## src/design/i2cbs_pkg.sv

```systemverilog
// i2cbs_pkg: shared types, codes and the per-phase pin decode for the i2c bit sequencer
// no dependencies

package i2cbs_pkg;

  localparam int unsigned HoldW     = 8;
  localparam logic [HoldW-1:0] HoldReset = 8'd20;
  localparam int unsigned StepW     = 2;
  localparam int unsigned BitW      = 3;

  typedef enum logic [2:0] {
    REQ_RELEASE = 3'd0,
    REQ_START   = 3'd1,
    REQ_STOP    = 3'd2,
    REQ_SEND    = 3'd3,
    REQ_RECV    = 3'd4,
    REQ_ACK     = 3'd5
  } req_e;

  typedef enum logic [2:0] {
    ST_IDLE = 3'b001,
    ST_EMIT = 3'b010,
    ST_HOLD = 3'b100
  } state_e;

  // controller to datapath
  typedef struct packed {
    logic load_item;
    logic emit_phase;
  } ctrl_cmd_t;

  // datapath to controller
  typedef struct packed {
    logic cmd_ok;
    logic phase_last;
    logic hold_done;
    logic out_free;
  } dp_status_t;

  // one pin write
  typedef struct packed {
    logic drive_scl;
    logic level;
    logic strobe;
    logic last;
  } phase_t;

  function automatic logic req_known(logic [2:0] req);
    return (req == REQ_RELEASE) || (req == REQ_START) || (req == REQ_STOP) ||
           (req == REQ_SEND) || (req == REQ_RECV) || (req == REQ_ACK);
  endfunction

  function automatic phase_t phase_decode(logic [2:0] req, logic [StepW-1:0] step,
                                          logic [BitW-1:0] bit_idx, logic [7:0] wb);
    phase_t p;
    p = '0;
    case (req)
      REQ_RELEASE: begin
        p.drive_scl = (step == 2'd0);
        p.level     = 1'b1;
        p.last      = (step != 2'd0);
      end
      REQ_START: begin
        p.drive_scl = step[0];
        p.level     = ~step[1];
        p.last      = (step == 2'd3);
      end
      REQ_STOP: begin
        p.drive_scl = (step == 2'd1);
        p.level     = (step != 2'd0);
        p.last      = (step == 2'd2);
      end
      REQ_SEND: begin
        p.drive_scl = (step != 2'd0);
        p.level     = (step == 2'd0) ? wb[~bit_idx] : (step == 2'd1);
        p.last      = (step == 2'd2) && (bit_idx == '1);
      end
      REQ_RECV: begin
        p.drive_scl = (step != 2'd0);
        p.level     = (step != 2'd2);
        p.strobe    = (step == 2'd1);
        p.last      = (step == 2'd2) && (bit_idx == '1);
      end
      REQ_ACK: begin
        p.drive_scl = (step != 2'd0);
        p.level     = (step != 2'd2);
        p.strobe    = (step == 2'd1);
        p.last      = (step == 2'd2);
      end
      default: p = '0;
    endcase
    return p;
  endfunction

endpackage

```

## src/design/i2cbs_ctrl.sv

```systemverilog
// i2cbs_ctrl: command sequencing state machine of the i2c bit sequencer
// depends on i2cbs_pkg

module i2cbs_ctrl import i2cbs_pkg::*; (
  input  logic       clk_i,
  input  logic       rst_ni,
  input  logic       s_axis_tvalid,
  output logic       s_axis_tready,
  input  dp_status_t status_i,
  output ctrl_cmd_t  cmd_o
);

  state_e state_q, state_d;
  logic   accept;

  assign s_axis_tready = (state_q == ST_IDLE);
  assign accept        = s_axis_tvalid && s_axis_tready;

  always_comb begin
    state_d          = state_q;
    cmd_o.load_item  = accept;
    cmd_o.emit_phase = 1'b0;
    case (state_q)
      ST_IDLE: begin
        if (accept && status_i.cmd_ok) begin
          state_d = ST_EMIT;
        end
      end
      ST_EMIT: begin
        if (status_i.out_free) begin
          cmd_o.emit_phase = 1'b1;
          state_d          = ST_HOLD;
        end
      end
      ST_HOLD: begin
        if (status_i.hold_done) begin
          state_d = status_i.phase_last ? ST_IDLE : ST_EMIT;
        end
      end
      default: state_d = ST_IDLE;
    endcase
  end

  always_ff @(posedge clk_i or negedge rst_ni) begin
    if (!rst_ni) begin
      state_q <= ST_IDLE;
    end else begin
      state_q <= state_d;
    end
  end

  // no phase is written out while a command is being taken in
  a_emit_not_idle: assert property (@(posedge clk_i) disable iff (!rst_ni)
    cmd_o.emit_phase |-> !s_axis_tready)
    else $error("phase emitted while accepting input");

  // an accepted known command always leads to a phase emit state
  a_accept_to_emit: assert property (@(posedge clk_i) disable iff (!rst_ni)
    (accept && status_i.cmd_ok) |=> (state_q == ST_EMIT))
    else $error("accepted command did not start");

  a_state_onehot: assert property (@(posedge clk_i) disable iff (!rst_ni)
    $onehot(state_q))
    else $error("state not one-hot");

endmodule

```

## src/design/i2cbs_datapath.sv

```systemverilog
// i2cbs_datapath: command registers, phase counters, held pin levels, hold timer
// and the output register of the i2c bit sequencer; depends on i2cbs_pkg

module i2cbs_datapath import i2cbs_pkg::*; (
  input  logic             clk_i,
  input  logic             rst_ni,
  input  logic             cfg_we_i,
  input  logic [HoldW-1:0] cfg_wdata_i,
  input  logic [2:0]       req_type_i,
  input  logic [7:0]       write_byte_i,
  input  logic [7:0]       sda_levels_i,
  input  ctrl_cmd_t        cmd_i,
  output dp_status_t       status_o,
  output logic             m_axis_tvalid,
  input  logic             m_axis_tready,
  output logic [15:0]      m_axis_tdata,
  output logic             m_axis_tlast
);

  logic [HoldW-1:0] hold_cfg_q;
  logic [HoldW-1:0] hold_cnt_q, hold_cnt_d;
  logic [2:0]       req_q;
  logic [7:0]       wb_q;
  logic [7:0]       lv_q;
  logic [StepW-1:0] step_q, step_d;
  logic [BitW-1:0]  bit_q, bit_d;
  logic             scl_q, scl_d;
  logic             sda_q, sda_d;
  logic             done_q;
  logic             out_valid_q;
  logic             out_scl_q, out_sda_q, out_strobe_q, out_ack_q, out_last_q;
  logic [7:0]       out_rbyte_q;
  phase_t           ph;

  assign ph = phase_decode(req_q, step_q, bit_q, wb_q);

  assign status_o.cmd_ok     = req_known(req_type_i);
  assign status_o.phase_last = done_q;
  assign status_o.hold_done  = (hold_cnt_q <= 8'd1);
  assign status_o.out_free   = !out_valid_q || m_axis_tready;

  always_comb begin
    scl_d  = ph.drive_scl ? ph.level : scl_q;
    sda_d  = ph.drive_scl ? sda_q : ph.level;
    step_d = step_q + 2'd1;
    bit_d  = bit_q;
    if ((step_q == 2'd2) && ((req_q == REQ_SEND) || (req_q == REQ_RECV))) begin
      step_d = (req_q == REQ_RECV) ? 2'd1 : 2'd0;
      bit_d  = bit_q + 3'd1;
    end
    if (cmd_i.emit_phase) begin
      hold_cnt_d = (hold_cfg_q == '0) ? 8'd1 : hold_cfg_q;
    end else if (hold_cnt_q != '0) begin
      hold_cnt_d = hold_cnt_q - 8'd1;
    end else begin
      hold_cnt_d = hold_cnt_q;
    end
  end

  always_ff @(posedge clk_i or negedge rst_ni) begin
    if (!rst_ni) begin
      hold_cfg_q  <= HoldReset;
      hold_cnt_q  <= '0;
      scl_q       <= 1'b1;
      sda_q       <= 1'b1;
      step_q      <= '0;
      bit_q       <= '0;
      done_q      <= 1'b0;
      out_valid_q <= 1'b0;
    end else begin
      if (cfg_we_i) begin
        hold_cfg_q <= cfg_wdata_i;
      end
      hold_cnt_q <= hold_cnt_d;
      if (cmd_i.load_item) begin
        step_q <= '0;
        bit_q  <= '0;
        done_q <= 1'b0;
      end else if (cmd_i.emit_phase) begin
        scl_q  <= scl_d;
        sda_q  <= sda_d;
        step_q <= step_d;
        bit_q  <= bit_d;
        done_q <= ph.last;
      end
      if (cmd_i.emit_phase) begin
        out_valid_q <= 1'b1;
      end else if (m_axis_tready) begin
        out_valid_q <= 1'b0;
      end
    end
  end

  always_ff @(posedge clk_i) begin
    if (cmd_i.load_item) begin
      req_q <= req_type_i;
      wb_q  <= write_byte_i;
      lv_q  <= sda_levels_i;
    end
    if (cmd_i.emit_phase) begin
      out_scl_q    <= scl_d;
      out_sda_q    <= sda_d;
      out_strobe_q <= ph.strobe;
      out_rbyte_q  <= (ph.last && (req_q == REQ_RECV)) ? lv_q : 8'd0;
      out_ack_q    <= ph.last && (req_q == REQ_ACK) && lv_q[7];
      out_last_q   <= ph.last;
    end
  end

  assign m_axis_tvalid = out_valid_q;
  assign m_axis_tdata  = {4'd0, out_ack_q, out_rbyte_q, out_strobe_q, out_sda_q, out_scl_q};
  assign m_axis_tlast  = out_last_q;

  a_emit_needs_room: assert property (@(posedge clk_i) disable iff (!rst_ni)
    cmd_i.emit_phase |-> (!out_valid_q || m_axis_tready))
    else $error("result overwritten before transfer");

  a_emit_sets_valid: assert property (@(posedge clk_i) disable iff (!rst_ni)
    cmd_i.emit_phase |=> out_valid_q)
    else $error("emitted phase not presented");

  a_ack_on_last: assert property (@(posedge clk_i) disable iff (!rst_ni)
    (out_valid_q && out_ack_q) |-> out_last_q)
    else $error("ack bit outside last phase");

  a_rbyte_on_last: assert property (@(posedge clk_i) disable iff (!rst_ni)
    (out_valid_q && (out_rbyte_q != 8'd0)) |-> out_last_q)
    else $error("read byte outside last phase");

endmodule

```

## src/design/i2c_master_bit_sequencer.sv

```systemverilog
// i2c_master_bit_sequencer: top level, controller plus datapath
// depends on i2cbs_pkg, i2cbs_ctrl, i2cbs_datapath
//
// channel   dir  handshake                      payload
// s_axis    in   s_axis_tvalid / s_axis_tready  tuser req_type, tdata write_byte, sda_levels
// m_axis    out  m_axis_tvalid / m_axis_tready  tdata pin phase, tlast last_phase
// cfg       in   cfg_we_i                       cfg_wdata_i phase_hold
//
// a command yields 2 to 24 pin phases; each phase is emitted and then held as set by
// phase_hold (a hold of 0 acts as 1); an unknown command is taken in but yields no phase.
// a stalled master side delays the next phase; the output register lets the next command
// be taken while the last phase still waits.
// reset releases both pins (held levels 1) and sets phase_hold to 20.

module i2c_master_bit_sequencer import i2cbs_pkg::*; (
  input  logic             clk_i,
  input  logic             rst_ni,
  input  logic             cfg_we_i,
  input  logic [HoldW-1:0] cfg_wdata_i,
  input  logic             s_axis_tvalid,
  output logic             s_axis_tready,
  input  logic [15:0]      s_axis_tdata,   // write_byte [7:0], sda_levels [15:8]
  input  logic [7:0]       s_axis_tuser,   // req_type [2:0], zero above
  output logic             m_axis_tvalid,
  input  logic             m_axis_tready,
  output logic [15:0]      m_axis_tdata,   // scl_level, sda_level, sample_strobe,
                                           // read_byte [10:3], ack_bit [11], zero above
  output logic             m_axis_tlast    // last_phase
);

  ctrl_cmd_t  cmd;
  dp_status_t status;

  i2cbs_ctrl u_ctrl (
    .clk_i         (clk_i),
    .rst_ni        (rst_ni),
    .s_axis_tvalid (s_axis_tvalid),
    .s_axis_tready (s_axis_tready),
    .status_i      (status),
    .cmd_o         (cmd)
  );

  i2cbs_datapath u_datapath (
    .clk_i         (clk_i),
    .rst_ni        (rst_ni),
    .cfg_we_i      (cfg_we_i),
    .cfg_wdata_i   (cfg_wdata_i),
    .req_type_i    (s_axis_tuser[2:0]),
    .write_byte_i  (s_axis_tdata[7:0]),
    .sda_levels_i  (s_axis_tdata[15:8]),
    .cmd_i         (cmd),
    .status_o      (status),
    .m_axis_tvalid (m_axis_tvalid),
    .m_axis_tready (m_axis_tready),
    .m_axis_tdata  (m_axis_tdata),
    .m_axis_tlast  (m_axis_tlast)
  );

endmodule
```

## config.mk

```make
export PLATFORM = sky130hd
export DESIGN_NAME = i2c_master_bit_sequencer
export DESIGN_NICKNAME = d
export VERILOG_FILES = /design/src/design/i2cbs_pkg.sv /design/src/design/i2cbs_ctrl.sv /design/src/design/i2cbs_datapath.sv /design/src/design/i2c_master_bit_sequencer.sv
export SDC_FILE = /design/constraint.sdc
export NUM_CORES = 1
export LEC_CHECK = 0
export ABC_AREA = 1
export BUFFER_PORTS_ARGS = -buffer_cell sky130_fd_sc_hd__buf_2
export CORE_ASPECT_RATIO = 1.25
export CORE_MARGIN = 2
export CORE_UTILIZATION = 40
export DETAILED_ROUTE_END_ITERATION = 7
export GPL_TIMING_DRIVEN = 1
export PLACE_DENSITY_LB_ADDON = 0.12
export SLEW_MARGIN = 20
export SYNTH_ARGS = -nofsm -noshare
export SYNTH_HDL_FRONTEND = slang
export SYNTH_SLANG_ARGS = --single-unit
```

## constraint.sdc

```tcl
create_clock -name clk_i -period 2.76 [get_ports clk_i]
set_clock_uncertainty 0.15 [all_clocks]
set_input_delay 0.828 -clock clk_i [delete_from_list [all_inputs] [get_ports clk_i]]
set_output_delay 0.828 -clock clk_i [all_outputs]
set_load 0.02 [all_outputs]
```

# Yosys cells after proc, flatten, opt, wreduce, memory -nomap -nowiden
# Index checks and enable logic that the tools add are counted.
# classes
add_sub_neg,3
mul,0
div,0
magnitude_cmp,2
n_eq_ne,21
shifts,0
n_mux,28
n_bitwise,3
reduce_logical,31
# ops
cell,n
2-to-1 mux 8 bit,3
equality test 3 bit (second input constant),6
2-to-1 mux 3 bit,6
equality test 3 x 2 -> 1 bit (second input constant),5
2-to-1 mux 1 bit,11
one-hot mux 2 bit (5 select lines),1
nonzero test 2 bit,5
equality test 3 x 1 -> 1 bit (second input constant),3
one-hot mux 3 bit (3 select lines),1
<= comparator 8 x 1 -> 1 bit (second input constant),1
zero test 8 bit,1
2-to-1 mux 2 bit,4
!= test 2 bit (second input constant),4
nonzero test 8 bit,1
subtractor 8 x 1 -> 8 bit (second input constant),1
logical AND 1 bit,7
logical OR 1 bit,7
zero test 3 bit,2
OR reduction 2 bit,3
equality test 2 bit (second input constant),2
< comparator 3 x 4 -> 1 bit (second input constant),1
one-hot mux 1 bit (4 select lines),1
AND reduction 2 bit,2
adder 3 x 1 -> 3 bit (second input constant),1
8 further kinds,9
# totals
reg_bits,60
latchBits,0
ram_bits,0
rom_bits,0
in_bits,37
output_inout_bits,19
n_memories,0

# Depth between registers and ports, before layout
# logic_depth
ltp_word,9
depth_mapped,13
ltp_nobuf,13

# Cells and area by module
# From an unflattened synthesis, not the netlist that was laid out.
# unflattened
cells_unflattened,294
area_unflattened_um2,2824.0
# by_module_without_submodules
module,n_inst,cells_per_inst,area_per_inst_um2,seq_area_each_um2
i2cbs_datapath,1,263,2611.3,1591.5
i2cbs_ctrl,1,31,212.7,76.3

# Least setup slack after synthesis
# Ideal clock, no wire load.
# synth_path
path_kind,flip-flop to flip-flop
startpoint,register u_ctrl.state_q[0]
endpoint,register u_datapath.step_q[0]
setup_time_ps,132
arrival_ps,2224
required_time_ps,2478
path_slack_ps,254
path_stages_with_launch,8
n_path_buf,0
path_cell_list,dfstp_2 inv_1 nor3_2 inv_1 nor2_1 inv_1 nand2_1 a21oi_1
# synth_lines
element,line_no,text
"start, declared",i2cbs_ctrl.sv:13,"state_e state_q, state_d;"
"start signal, assigned",i2cbs_ctrl.sv:48,state_q <= state_d;
"end signal, assigned",i2cbs_datapath.sv:82,step_q <= step_d;
"end, declared",i2cbs_datapath.sv:25,"logic [StepW-1:0] step_q, step_d;"

# Worst setup path after layout
# layout_path
startpoint,register u_ctrl.state_q[0]
endpoint,output s_axis_tready
# layout_via
elab_chain_cells,1
# layout_rtl
element,line_no,text
equality test 3 x 1 -> 1 bit,i2cbs_ctrl.sv:16,assign s_axis_tready = (state_q == ST_IDLE);
"end, declared",i2c_master_bit_sequencer.sv:21,"output logic s_axis_tready,"
# Every way passes these cells.

==> flow_summary.ini <==
[cells_and_area]
fillers = 640
fin_util = 0.487
regArea_um2 = 1670
nets = 358
antenna-diode-count = 0
multiInputGateArea_um2 = 860
area_growth_pct = 17.3
drive_gt1_frac = 0.292

[sta]
rsz0062_at_grt = no
setup_violations = 0
setup_tns_ps = 0
hold_violations = 0
slew_viol_final = 0
hold_slack_ps = 332
fmax_ghz = 0.450
fin_crit_sh = 0.806
post-route-min-period_ps = 2220
worst_slack_ps = 535
relSlewSlack = 0.581
worst_slew_pin_slew_ps = 629

[pwr]
ir_drop_uv = 370
power.switching_uw = 1060
power_density_nw_per_um2 = 948
clkPwrFrac = 0.240
p_total_uw = 3050
power_leakage_uw = 0.00147
p_int_uw = 1990
sw_frac_of_total = 0.348
p_comb_frac = 0.309
p_seq_frac = 0.452

[setup_path]
crit_path_start_kind = register
worstPathRequired_ps = 1780
critPathCaptureType = output port
crit_arrival_ps = 1250
worstSetupPathType = register to output port
crit_fanout = 2

[cts]
cts_buffer_depth = 2
cts_buffers = 9
cts_hold_buffers = 0
cts_tree = done
ctsResizeCount = 0
cts.sinks = 60
clock_latency_ps = 340
cts-root-buf = clkbuf_8
htree_num_levels = 3
post_cts_buffers = 0
clk_pin_slew_worst_paths_ps = 60

[synthesis]
synthMostInstantiatedCell = nand2_1
synth_seq_cells = 60
async_reset_ff_frac = 0.467
synthTopCellsByArea = edfxtp_1 35%, dfrtp_1 21%, nand2_1 6.7%, dfstp_2 4.8%, inv_1 4.4%
yosys.area.top_type = edfxtp_1
ys_seq_area_frac = 0.608
netlist_instances = 266
synthDistinctLibCells = 36
ys_warn_count = 0
synth_top_area_share = 0.351
ys_top_cells_by_count = 49 x nand2_1, 32 x edfxtp_1, 32 x inv_1
synth_ff_type = edfxtp_1
syn_area_um2 = 2740
synth_edf_count = 32
syn_area_per_cell_um2 = 10.3

[die]
pin_count = 56
fp.dieW_um = 78.0
die-area_um2 = 7540
die_h_um = 96.6
start_util = 0.415
fp.coreArea_um2 = 6610
row_count = 33

[route]
viasPerCell = 4.49
wl_per_cell_um = 10.9
drc = 0
wirelength_um = 4440
routed-via-count = 1836
dr.first_iter.drc_count = 61
antenna_left = 0
drtPass1Iterations = 4

[global_route]
grt_start_max_net_pins = 29
grt_pass1_wl_um = 7780
grt_pass1_vias = 1787
antenna_found_initial = 0
grt-ovfl-total = 0
grtUsageTotal = 0.139

[place]
gp_congestion = 0.825
portBuffers = 46
place_ws_ps = 655
hpwl_um = 3190

[status]
status = completed

[job]
cap_violations = 0

[worst_hold_path]
min_path_type = register to register
## worst paths after layout
path | startpoint | end | slack (ps) | cells past startpoint
setup / recovery | u_ctrl.state_q[0] | s_axis_tready | 540 | 3
hold / removal | u_datapath.sda_q | u_datapath.sda_q | 330 | 2
setup reg to reg | u_ctrl.state_q[2] | u_datapath.bit_q[1] | 910 | 8
hold reg to reg | u_datapath.sda_q | u_datapath.sda_q | 330 | 2
max in group asynchronous | rst_ni | u_datapath.bit_q[1] | 1690 | 1
min in group asynchronous | rst_ni | u_datapath.hold_cfg_q[5] | 360 | 1
## per-layer routing
layer	GRT usage	share of wire	up-vias
met5	0	0	-
met4	0.0921	0.026	0
met3	0.0335	0.041	11
met2	0.233	0.48	41
met1	0.159	0.45	816
li1	-	-	968
## area by class of cell
| cell class | instances | area share |
|---|---|---|
| Multi-Input combinational cell | 159 | 0.267 |
| Timing Repair Buffer | 47 | 0.0739 |
| Clock buffer | 12 | 0.0518 |
| Sequential cell | 60 | 0.519 |
| Tap cell | 87 | 0.0339 |
| Clock inverter | 4 | 0.00700 |
| Inverter | 40 | 0.0475 |
## logic make-up after synthesis
logic type / count (synthesis) / synth area share
AO/OA/AOI/OAI: 34 / 0.0776
XOR/XNOR: 6 / 0.0192
adder cells (fa/ha/maj): 4 / 0.0183
buffers and inverters: 50 / 0.0831
flip-flops: 60 / 0.608
multiplexers: 2 / 0.00821
other: 1 / 0.00137
AND/OR/NAND/NOR: 109 / 0.184
## stage by stage
| stage | cell area, µm² | std cells |
|---|---|---|
| 6_report | 3220 | 409 |
| 5_1_grt | 3220 | 409 |
| 3_3_place_gp | 3030 | 393 |
| 3_5_place_dp | 3030 | 393 |
| 2_1_floorplan | 2750 | 269 |
| 4_1_cts | 3220 | 409 |
## flip-flops by register name (all words and copies together), names as in the netlist
name	cells
u_datapath.hold_cfg_q	8
u_datapath.hold_cnt_q	8
u_datapath.lv_q	8
u_datapath.out_rbyte_q	8
u_datapath.wb_q	8
u_ctrl.state_q	3
u_datapath.bit_q	3
u_datapath.req_q	3
u_datapath.step_q	2
u_datapath.done_q	1
u_datapath.m_axis_tlast	1
u_datapath.m_axis_tvalid	1
u_datapath.out_ack_q	1
u_datapath.out_scl_q	1
u_datapath.out_sda_q	1
u_datapath.out_strobe_q	1
u_datapath.scl_q	1
u_datapath.sda_q	1
## power by group through the flow
| stage | logic [µW] | registers, µW | clock network (µW) |
|---|---|---|---|
| after global routing | 1090 | 1410 | 792 |
| after detailed placement | 953 | 1400 | 0 |
| after CTS | 960 | 1380 | 759 |
| after global placement | 942 | 1390 | 0 |
| final | 941 | 1380 | 731 |
| after floorplan | 725 | 1410 | 0 |
## cell usage in the layout (no fill, tap or decap), drive strengths merged, types with 2 or more instances in the layout
master   n
conb     4
nor3     5
xnor2    6
edfxtp  32
o21ai   18
o22ai    5
dfrtp   23
ha       4
dfstp    5
buf     47
nand2   52
clkinv   3
mux2     2
inv     40
nand3   16
a21oi    6
clkbuf  12
nor2    33
## worst max-delay path, stage by stage (launching register included)
cell and delay [ps]:
dfstp_2 530, inv_1 50, nor3_2 130, buf_2 190
(Power assumes the default switching activity.)
